## config.mk

```make
export PLATFORM = sky130hd
export DESIGN_NAME = client_table_fanout_aging
export DESIGN_NICKNAME = d
export VERILOG_FILES = /design/src/design/cta_pkg.sv /design/src/design/client_table_fanout_aging.sv /design/src/design/cta_cell.sv /design/src/design/cta_head.sv
export VERILOG_INCLUDE_DIRS = /design/src /design/src/design
export SDC_FILE = /design/constraint.sdc
export NUM_CORES = 2
export LEC_CHECK = 0
export BUFFER_PORTS_ARGS = -buffer_cell sky130_fd_sc_hd__buf_4
export CAP_MARGIN = 0
export CORE_AREA = 2 2 418 420
export DETAILED_ROUTE_END_ITERATION = 8
export DIE_AREA = 0 0 420 422
export PLACE_DENSITY = 0.69
export SLEW_MARGIN = 20
export SYNTH_ARGS = -nofsm -noshare
export SYNTH_HDL_FRONTEND = slang
export SYNTH_SLANG_ARGS = --single-unit
```

## constraint.sdc

```tcl
create_clock -name clk -period 6.52 [get_ports clk]
set_clock_uncertainty 0.05 [all_clocks]
set_input_delay 0.978 -clock clk [delete_from_list [all_inputs] [get_ports clk]]
set_output_delay 0.978 -clock clk [all_outputs]
set_load 0.02 [all_outputs]
```

## src/design/client_table_fanout_aging_assert.svh

```systemverilog
// Assertion macros for the client table fan-out block.
// Used by the top level; expects clk and arst_n in the including scope.
`ifndef CLIENT_TABLE_FANOUT_AGING_ASSERT_SVH
`define CLIENT_TABLE_FANOUT_AGING_ASSERT_SVH

// Same-cycle implication, disabled while in reset
`define CTA_ASSERT_IMP(lbl, ante, cons, msg) \
	lbl: assert property (@(posedge clk) disable iff (!arst_n) (ante) |-> (cons)) \
		else $error(msg);

// Next-cycle implication, disabled while in reset
`define CTA_ASSERT_NXT(lbl, ante, cons, msg) \
	lbl: assert property (@(posedge clk) disable iff (!arst_n) (ante) |=> (cons)) \
		else $error(msg);

`endif

```

## src/design/cta_pkg.sv

```systemverilog
// Shared types and constants for the client table fan-out block.
// No dependencies; imported by every module of the block.
package cta_pkg;

	localparam int ADDR_W      = 32;
	localparam int LIFE_W      = 16;
	localparam int MAX_RESULTS = 32;
	localparam int CNT_W       = 6;
	localparam logic [LIFE_W-1:0] LIFETIME_AT_RESET = 16'd1000;

	// One table slot: address (zero means empty) and remaining lifetime
	typedef struct packed {
		logic [ADDR_W-1:0] addr;
		logic [LIFE_W-1:0] life;
	} entry_t;

	// Result of processing the slot at the head of the ring
	typedef struct packed {
		entry_t nxt;
		logic   emit;
		logic   ins;
	} head_res_t;

endpackage

```

## src/design/client_table_fanout_aging.sv

```systemverilog
// Top level of the client table fan-out block: ring of cells, control, output stage.
// Depends on cta_pkg, cta_cell, cta_head and client_table_fanout_aging_assert.svh.
//
// Usage:
//   s_axis carries one sender address per transaction (tdata[31:0]).
//   m_axis returns the fan-out list for that frame: tdata holds dest_ip, tuser
//   holds dest_valid and sender_added, tlast marks the final result of the frame.
//   An empty fan-out yields one transaction with dest_valid low and tlast high.
//   cfg_we/cfg_wdata set the lifetime given on join or refresh; write only idle.
// Sequence:
//   After a transaction on s_axis, the MATCH state evaluates the table, then
//   the ring rotates one slot per cycle through all TABLE_ENTRIES slots, holding
//   while m_axis stalls, then the FLUSH state closes the frame.
//   s_axis_tready is high only between frames.
// Reset:
//   All slots empty, lifetime 1000, output stage empty.
// Backpressure:
//   When m_axis stalls, the ring holds its position and resumes without loss.
module client_table_fanout_aging
	import cta_pkg::*;
#(
	parameter int TABLE_ENTRIES = 32
) (
	input  logic        clk,
	input  logic        arst_n,
	// sender_ip[31:0]
	input  logic [31:0] s_axis_tdata,
	input  logic        s_axis_tvalid,
	output logic        s_axis_tready,
	// dest_ip[31:0]
	output logic [31:0] m_axis_tdata,
	// dest_valid[0], sender_added[1]
	output logic [1:0]  m_axis_tuser,
	output logic        m_axis_tlast,
	output logic        m_axis_tvalid,
	input  logic        m_axis_tready,
	input  logic        cfg_we,
	input  logic [15:0] cfg_wdata
);

	localparam int IDX_W = $clog2(TABLE_ENTRIES);

	localparam logic [1:0] ST_IDLE  = 2'd0;
	localparam logic [1:0] ST_MATCH = 2'd1;
	localparam logic [1:0] ST_RUN   = 2'd2;
	localparam logic [1:0] ST_FLUSH = 2'd3;

	logic [1:0]        state_q;
	logic [LIFE_W-1:0] lifetime_q;
	logic [ADDR_W-1:0] sender_q;
	logic              added_q;
	logic              inserted_q;
	logic [IDX_W-1:0]  step_q;
	logic [CNT_W-1:0]  count_q;
	logic              held_valid_q;
	logic [ADDR_W-1:0] held_ip_q;
	logic              out_valid_q;
	logic [ADDR_W-1:0] out_ip_q;
	logic              out_dv_q;
	logic              out_added_q;
	logic              out_last_q;

	entry_t            cell_q   [TABLE_ENTRIES];
	logic [TABLE_ENTRIES-1:0] match_vec;
	logic [TABLE_ENTRIES-1:0] free_vec;
	head_res_t         hd;

	logic s_fire;
	logic out_free;
	logic run_step;
	logic emit_ok;
	logic push_held;
	logic flush_go;

	assign s_axis_tready = (state_q == ST_IDLE);
	assign s_fire        = s_axis_tvalid && s_axis_tready;
	assign out_free      = !out_valid_q || m_axis_tready;
	assign run_step      = (state_q == ST_RUN) && out_free;
	assign emit_ok       = hd.emit && (count_q < CNT_W'(MAX_RESULTS));
	assign push_held     = run_step && emit_ok && held_valid_q;
	assign flush_go      = (state_q == ST_FLUSH) && out_free;

	// Ring of slots; the head slot wraps to the tail through the update logic
	for (genvar k = 0; k < TABLE_ENTRIES; k++) begin : g_cell
		entry_t d_k;
		if (k == TABLE_ENTRIES - 1) begin : g_tail
			assign d_k = hd.nxt;
		end else begin : g_mid
			assign d_k = cell_q[k+1];
		end
		cta_cell u_cell (
			.clk    (clk),
			.arst_n (arst_n),
			.shift  (run_step),
			.d      (d_k),
			.sender (sender_q),
			.q      (cell_q[k]),
			.match  (match_vec[k]),
			.free   (free_vec[k])
		);
	end

	cta_head u_head (
		.e        (cell_q[0]),
		.sender   (sender_q),
		.added    (added_q),
		.inserted (inserted_q),
		.lifetime (lifetime_q),
		.res      (hd)
	);

	// Lifetime register
	always_ff @(posedge clk or negedge arst_n) begin
		if (!arst_n) begin
			lifetime_q <= LIFETIME_AT_RESET;
		end else if (cfg_we) begin
			lifetime_q <= cfg_wdata;
		end
	end

	// Sender capture
	always_ff @(posedge clk) begin
		if (s_fire) begin
			sender_q <= s_axis_tdata;
		end
	end

	// Frame sequencer
	always_ff @(posedge clk or negedge arst_n) begin
		if (!arst_n) begin
			state_q      <= ST_IDLE;
			added_q      <= 1'b0;
			inserted_q   <= 1'b0;
			step_q       <= '0;
			count_q      <= '0;
			held_valid_q <= 1'b0;
		end else begin
			case (state_q)
				ST_IDLE: begin
					if (s_fire) begin
						state_q    <= ST_MATCH;
						inserted_q <= 1'b0;
						step_q     <= '0;
						count_q    <= '0;
					end
				end
				ST_MATCH: begin
					// new sender goes in only if unknown and a slot is free
					added_q <= (sender_q != '0) && !(|match_vec) && (|free_vec);
					state_q <= ST_RUN;
				end
				ST_RUN: begin
					if (run_step) begin
						if (hd.ins) begin
							inserted_q <= 1'b1;
						end
						if (emit_ok) begin
							held_valid_q <= 1'b1;
							count_q      <= count_q + CNT_W'(1);
						end
						if (step_q == IDX_W'(TABLE_ENTRIES - 1)) begin
							state_q <= ST_FLUSH;
						end
						step_q <= step_q + IDX_W'(1);
					end
				end
				ST_FLUSH: begin
					if (flush_go) begin
						held_valid_q <= 1'b0;
						state_q      <= ST_IDLE;
					end
				end
				default: begin
					state_q <= ST_IDLE;
				end
			endcase
		end
	end

	// Hold the latest destination until its successor or the frame end is known
	always_ff @(posedge clk) begin
		if (run_step && emit_ok) begin
			held_ip_q <= cell_q[0].addr;
		end
	end

	// Output stage valid
	always_ff @(posedge clk or negedge arst_n) begin
		if (!arst_n) begin
			out_valid_q <= 1'b0;
		end else if (push_held || flush_go) begin
			out_valid_q <= 1'b1;
		end else if (m_axis_tready) begin
			out_valid_q <= 1'b0;
		end
	end

	// Output stage payload
	always_ff @(posedge clk) begin
		if (push_held) begin
			out_ip_q    <= held_ip_q;
			out_dv_q    <= 1'b1;
			out_added_q <= added_q;
			out_last_q  <= 1'b0;
		end else if (flush_go) begin
			out_ip_q    <= held_valid_q ? held_ip_q : '0;
			out_dv_q    <= held_valid_q;
			out_added_q <= added_q;
			out_last_q  <= 1'b1;
		end
	end

	assign m_axis_tvalid = out_valid_q;
	assign m_axis_tdata  = out_ip_q;
	assign m_axis_tuser  = {out_added_q, out_dv_q};
	assign m_axis_tlast  = out_last_q;

	`include "client_table_fanout_aging_assert.svh"

	`CTA_ASSERT_IMP(a_idle_no_held, state_q == ST_IDLE, !held_valid_q, "held result left between frames")
	`CTA_ASSERT_IMP(a_count_bound, 1'b1, count_q <= CNT_W'(MAX_RESULTS), "result count overflow")
	`CTA_ASSERT_IMP(a_step_needs_room, run_step, !m_axis_tvalid || m_axis_tready, "ring stepped into a stalled output")
	`CTA_ASSERT_NXT(a_single_insert, run_step && hd.ins, inserted_q, "insert not recorded")

endmodule

```

## src/design/cta_cell.sv

```systemverilog
// One slot of the rotating client table ring.
// Depends on cta_pkg for entry_t.
module cta_cell
	import cta_pkg::*;
(
	input  logic              clk,
	input  logic              arst_n,
	input  logic              shift,
	input  entry_t            d,
	input  logic [ADDR_W-1:0] sender,
	output entry_t            q,
	output logic              match,
	output logic              free
);

	entry_t entry_q;

	// Take the neighbor's slot on every ring step
	always_ff @(posedge clk or negedge arst_n) begin
		if (!arst_n) begin
			entry_q <= '0;
		end else if (shift) begin
			entry_q <= d;
		end
	end

	assign q     = entry_q;
	assign free  = (entry_q.addr == '0);
	assign match = !free && (entry_q.addr == sender);

endmodule

```

## src/design/cta_head.sv

```systemverilog
// Slot update at the head of the ring: insert, refresh, fan-out test, aging.
// Depends on cta_pkg for entry_t and head_res_t.
module cta_head
	import cta_pkg::*;
(
	input  entry_t            e,
	input  logic [ADDR_W-1:0] sender,
	input  logic              added,
	input  logic              inserted,
	input  logic [LIFE_W-1:0] lifetime,
	output head_res_t         res
);

	logic              was_free;
	logic              refresh;
	logic              ins;
	logic [ADDR_W-1:0] a1;
	logic [LIFE_W-1:0] l1;
	logic [LIFE_W-1:0] l2;

	always_comb begin
		was_free = (e.addr == '0);
		// first slot free before aging takes a new sender
		ins      = was_free && added && !inserted;
		refresh  = !was_free && (e.addr == sender);
		a1       = ins ? sender : e.addr;
		l1       = (ins || refresh) ? lifetime : e.life;
		l2       = l1 - LIFE_W'(1);

		res.nxt.addr = a1;
		res.nxt.life = l1;
		// age: a zero lifetime never counts down
		if (a1 != '0 && l1 != '0) begin
			res.nxt.life = l2;
			if (l2 == '0) begin
				res.nxt.addr = '0;
			end
		end
		res.emit = !was_free && (e.addr != sender);
		res.ins  = ins;
	end

endmodule
```

# Word-level counts from Yosys, hierarchy flattened
# Index checks and enable logic that the tools add are counted.
dict set report totals {
  input_bits 53
  elab_cells 286
  regBits 1668
  out_inout_bits 37
}
dict set report op_classes {
  n_eq_ne 43
  reduce_logical 130
  magnitude_cmp 1
  muxes 31
  n_addsub 3
}
# op n
set op_table {}
lappend op_table {{32-bit equality test} 32}
lappend op_table {{32-bit zero test} 32}
lappend op_table {{32-bit two-way mux} 5}
lappend op_table {{32-bit nonzero test} 2}
lappend op_table {{32-bit OR reduction} 2}
lappend op_table {{48-bit two-way mux} 1}
lappend op_table {{1-bit logical AND} 44}
lappend op_table {{1-bit zero test} 35}
lappend op_table {{32-bit != test} 1}
lappend op_table {{6-bit two-way mux} 3}
lappend op_table {{16-bit zero test} 1}
lappend op_table {{16-bit two-way mux} 1}
lappend op_table {{4-bit AND reduction} 4}
lappend op_table {{16-bit nonzero test} 1}
lappend op_table {{16-bit by 1-bit subtractor with 16-bit output (second input constant)} 1}
lappend op_table {{6-bit case mux with 2 select lines} 1}
lappend op_table {{1-bit two-way mux} 10}
lappend op_table {{5-bit two-way mux} 2}
lappend op_table {{5-bit case mux with 2 select lines} 1}
lappend op_table {{2-bit two-way mux} 4}
lappend op_table {{2-bit case mux with 4 select lines} 1}
lappend op_table {{2-bit nonzero test} 4}
lappend op_table {{6-bit by 1-bit adder with 6-bit output (second input constant)} 1}
lappend op_table {{6-bit less-than comparator (second input constant)} 1}
lappend op_table {{10 further kinds} 18}

# Depth between registers and ports, before layout
dict set report depth {
  ltp_word 9
  mapped_depth 18
  depth_no_buf 14
}

# Hierarchy
# A second synthesis with hierarchy kept.
dict set report unflattened {
  hier_cells 5581
  area_unflattened_um2 77978.5
}
# mod area_each_um2 instances cells_each seq_area_each_um2
set modules_own_cells {}
lappend modules_own_cells {cta_cell 2215.9 32 155 1201.2}
lappend modules_own_cells {client_table_fanout_aging 4999.8 1 320 3786.1}
lappend modules_own_cells {cta_head 2070.7 1 301 0.0}

# Worst setup path after synthesis
# OpenSTA, ideal clock, no wires.
dict set report synth_path {
  path_kind {register to register}
  start {register sender_q[23]}
  end {register g_cell[31].u_cell.entry_q, in the netlist g_cell[31].u_cell.q[38]}
  setup_time_ns 0.121
  t_required_ns 6.349
  arrival_ns 4.522
  path_buffers 4
  path_slack_ns 1.827
  stages_incl_launch_ff 18
  period_less_slack_ns 4.693
  path_cell_list {edfxtp_1 > buf_6 > xor2_1 > nor4_1 > nand4_2 > o31ai_4 > buf_2 > mux2i_1 > ha_1 > clkbuf_1 > nand3_1 > or2_2 > xor2_1 > nand3_1 > or4_4 > a221oi_4 > buf_6 > nor2_2}
}
dict set report synth_between {
  elab_chain_cells 8
  word_cells_on_any_way 12
  cone_classes {add/sub (1); eq/ne (1); mux (4); reduce/logical (6)}
}
# element line_no
set synth_rtl {}
lappend synth_rtl {{start: declaration} client_table_fanout_aging.sv:50} ;# logic [ADDR_W-1:0] sender_q;
lappend synth_rtl {{start signal: assignment} client_table_fanout_aging.sv:124} ;# sender_q <= s_axis_tdata;
lappend synth_rtl {{32-bit equality test} cta_head.sv:25} ;# refresh = !was_free && (e.addr == sender);
lappend synth_rtl {{1-bit logical AND} cta_head.sv:25}
lappend synth_rtl {{1-bit logical OR} cta_head.sv:27} ;# l1 = (ins || refresh) ? lifetime : e.life;
lappend synth_rtl {{16-bit two-way mux} cta_head.sv:27}
lappend synth_rtl {{16-bit by 1-bit subtractor with 16-bit output} cta_head.sv:28} ;# l2 = l1 - LIFE_W'(1);
lappend synth_rtl {{16-bit zero test} cta_head.sv:35} ;# if (l2 == '0) begin
lappend synth_rtl {{32-bit two-way mux} cta_head.sv:35}
lappend synth_rtl {{48-bit two-way mux *} cta_head.sv:33} ;# if (a1 != '0 && l1 != '0) begin
lappend synth_rtl {{end signal: assignment} cta_cell.sv:21} ;# entry_q <= '0;
lappend synth_rtl {{end signal: assignment} cta_cell.sv:23} ;# entry_q <= d;
lappend synth_rtl {{end: declaration} cta_cell.sv:16} ;# entry_t entry_q;
# Every way passes the cells marked *; elsewhere a longest branch is shown, timed or not.
# A chain may end at the register's enable or synchronous reset.

# Worst setup path after layout
dict set report layout_path {
  start {register g_cell[0].u_cell.entry_q, in the netlist g_cell[0].u_cell.q[39]}
  end {register g_cell[31].u_cell.entry_q, in the netlist g_cell[31].u_cell.q[16]}
}
dict set report layout_between {
  elab_chain_cells 9
  word_cells_on_any_way 16
  cone_classes {add/sub (1); eq/ne (1); mux (4); reduce/logical (10)}
}
# element line_no
set layout_rtl {}
lappend layout_rtl {{start: declaration} cta_cell.sv:16}
lappend layout_rtl {{start signal: assignment} cta_cell.sv:21}
lappend layout_rtl {{start signal: assignment} cta_cell.sv:23}
lappend layout_rtl {{32-bit zero test} cta_head.sv:22} ;# was_free = (e.addr == '0);
lappend layout_rtl {{1-bit logical AND or 1-bit zero test (tied branches)} {cta_head.sv:24, cta_head.sv:25}}
lappend layout_rtl {{1-bit logical AND, on equally long branches} {cta_head.sv:24, cta_head.sv:25}}
lappend layout_rtl {{1-bit logical OR} cta_head.sv:27}
lappend layout_rtl {{16-bit two-way mux} cta_head.sv:27}
lappend layout_rtl {{16-bit by 1-bit subtractor with 16-bit output} cta_head.sv:28}
lappend layout_rtl {{16-bit zero test} cta_head.sv:35}
lappend layout_rtl {{32-bit two-way mux} cta_head.sv:35}
lappend layout_rtl {{48-bit two-way mux *} cta_head.sv:33}
# Marked as above.

==> results.cfg <==
[drt]
drtIter0Drc = 7682
vias = 62000
routed_wl_um = 246000
wl_per_cell_um = 22.0
drcViolationCount = 0
post_drt_via_cell_ratio = 5.54
dr.pass1.iters = 6
ant_nets = 0

[synthesis]
netlist_area_um2 = 77400
async_flop_share_pct = 94.1
synth_edf_count = 97
syn_nets = 8888
ys_ff_latch = 1668
syn_avg_cell_area_um2 = 8.77
synthDistinctLibCells = 67
yosysSeqAreaShare_pct = 54.5
syn_inst = 8825
synth-main-ff-cell = dfrtp_1
ys_warn_count = 0

[cells_and_area]
area_growth_pct = 11.6
final_layout_size_suffix_gt1_share_pct = 6.44
final_common_cell = nand2_1
fillers = 16000
layout.area.seq_um2 = 42200
layout_common_cells = nand2_1 (4494), dfrtp_1 (1563), xor2_1 (1035)
fin_nets = 8779
multi_input_area_um2 = 33100

[grt]
grt_pass1_wl_um = 377000
grt_max_degree = 271
antenna_found_initial = 7
grt_pass1_vias = 60100
track_usage_pct = 27.7
grt_overflow_total = 0

[power_and_ir_drop]
leakagePower_nw = 46.2
pwr_density_cell_nw_per_um2 = 424
p_total_mw = 36.6
ir_worst_vdd_mv = 0.370

[timing]
report.final.slew_viol_count = 0
max_freq_mhz = 167
rsz0062_at_grt = no
fin_ws_ps = 523
period_needed_ps = 6000
finalHoldViolCount = 0
period_share_pct = 92.0
setup-violations-final = 0
setup_tns_ps = 0
relSlewSlack_pct = 17.0
tightest_slew_ps = 1240

[critical_path]
critPathLaunchType = flop
r2r_slack_ps = 520
crit_type = flop to flop
critical_path_arrival_ps = 6640
crit_slowest_cell = o31ai_4
cp-end-kind = flop
worstPathMaxFanout = 32
crit_buf_inv = 1
max_stage_delay_ps = 970
crit_required_ps = 7160
cp_cell_sequence = xor2_1, nor4_1, nand4_2, o31ai_4, mux2i_1, ha_1, nand3_1, or2_2, xor2_1, nand3_1, or4_4, a221oi_4, buf_4, nor2_1
cpLargestDelayFamily = simple AND/OR/NAND/NOR gates

[clock_network]
h-tree-depth = 4
cts_tree = done
clockRootBuffer = clkbuf_16
clk_pin_slew_ps = 60
cts_buffers = 176
clk_path_buf_depth = 3
ctsHoldBuffers = 0
cts_resized = 0
insertion_delay_ps = 840
cts.sink_count = 1668
cts_setup_buffers = 0

[floorplanning]
rows = 153
initial_core_util_pct = 44.8
fp.dieH_um = 422
fp.dieArea_um2 = 177000
core-area_um2 = 173000
fp.dieW_um = 420
ios = 90

[place]
place_ws_ps = 679
gp_congestion = 0.939
place.detailed.hpwl_um = 159000
io_buffers = 89

[status]
status = finished clean

[job]
maxCapViolCount = 0

[hold_path]
hold_path.class = input port to asynchronous set/reset pin
==> registers in the layout, summed over array words and instances (netlist names) <==
name	count
step_q	5
state_q	2
lifetime_q	16
count_q	6
out_added_q	1
inserted_q	1
held_valid_q	1
m_axis_tlast	1
g_cell.u_cell.q	1536
added_q	1
held_ip_q	32
m_axis_tdata	32
sender_q	32
m_axis_tvalid	1
out_dv_q	1
==> cells by family (layout without fill, tap and decap cells) <==
| family | Yosys count | in the layout | share of synthesized area [%] |
|---|---|---|---|
| AND/OR/NAND/NOR | 5420 | 5420 | 29.0 |
| other | 0 | 4 | 0 |
| buffers and inverters | 507 | 543 | 2.71 |
| AO/OA/AOI/OAI | 142 | 142 | 1.28 |
| adder cells (fa/ha/maj) | 10 | 10 | 0.162 |
| flip-flops | 1668 | 1668 | 54.5 |
| multiplexers | 29 | 29 | 0.409 |
| XOR/XNOR | 1049 | 1049 | 11.9 |
==> cell usage after synthesis, types with 8 or more instances <==
master    number  area, um2
nor3_1        58        290
or3_1          8       50.1
edfxtp_1      97       2910
nand3_1       17       85.1
nor4_1       540       3380
nor2_1        67        251
nand2_1     4495      16900
a21oi_1       11       55.1
a211o_1       32        280
buf_1         61        229
mux2i_1        8       80.1
and2_1        34        213
ha_1          10        125
o21ai_0       53        265
nand4_1      134        838
nor2_2        30        188
dfrtp_1     1563      39100
clkbuf_1     323       1210
xor2_1      1035       9060
inv_1         12       45.0
mux2_2        21        236
buf_2         97        485
buf_4          8       60.1
xnor2_1       14        123
==> final timing paths <==
| kind | start | endpoint | depth (start not counted) |
|---|---|---|---|
| min in group clk | s_axis_tdata[24] | sender_q[24] | 1 |
| max | g_cell[0].u_cell.q[39] | g_cell[31].u_cell.q[16] | 14 |
| min | arst_n | g_cell[22].u_cell.q[13] | 1 |
| max in group asynchronous | arst_n | g_cell[22].u_cell.q[16] | 3 |
| max reg2reg | g_cell[0].u_cell.q[39] | g_cell[31].u_cell.q[16] | 14 |
| min reg2reg | g_cell[2].u_cell.q[14] | g_cell[1].u_cell.q[14] | 2 |
==> per-layer routing <==
layer  track usage, %  share of wire [%]  vias up
met1             38.9                 42    30500
met5                0              0.011        -
met2             41.5                 44     2831
met4             13.1                5.5        4
met3             4.85                8.4      654
li1                 -                  -    28000
==> per-stage QoR <==
step	cell area (um2)	cells	utilization [%]	hold slack, ps
5_1_grt	86400	11200	50.0	105
6_report	86400	11200	50.0	56.5
2_1_floorplan	77400	8825	-	373
3_3_place_gp	80100	10900	46.4	396
4_1_cts	86300	11200	49.9	123
3_5_place_dp	80100	10900	46.4	398
==> area by class of cell <==
| cell class | count | area share [%] |
|---|---|---|
| antenna | 4 | 0.0116 |
| multi-input combinational | 6650 | 38.3 |
| clock buffer | 233 | 5.69 |
| timing repair buffer | 208 | 2.20 |
| sequential | 1668 | 48.9 |
| inverter | 12 | 0.0521 |
| tap | 2325 | 3.37 |
| clock inverter | 90 | 1.49 |
==> power breakdown <==
group	internal [mW]	switching, mW
Sequential	12.5	2.53
Combinational	3.14	7.74
Clock	6.24	4.49
Total	21.9	14.8
No activity file was read; power rests on OpenSTA's default activity.
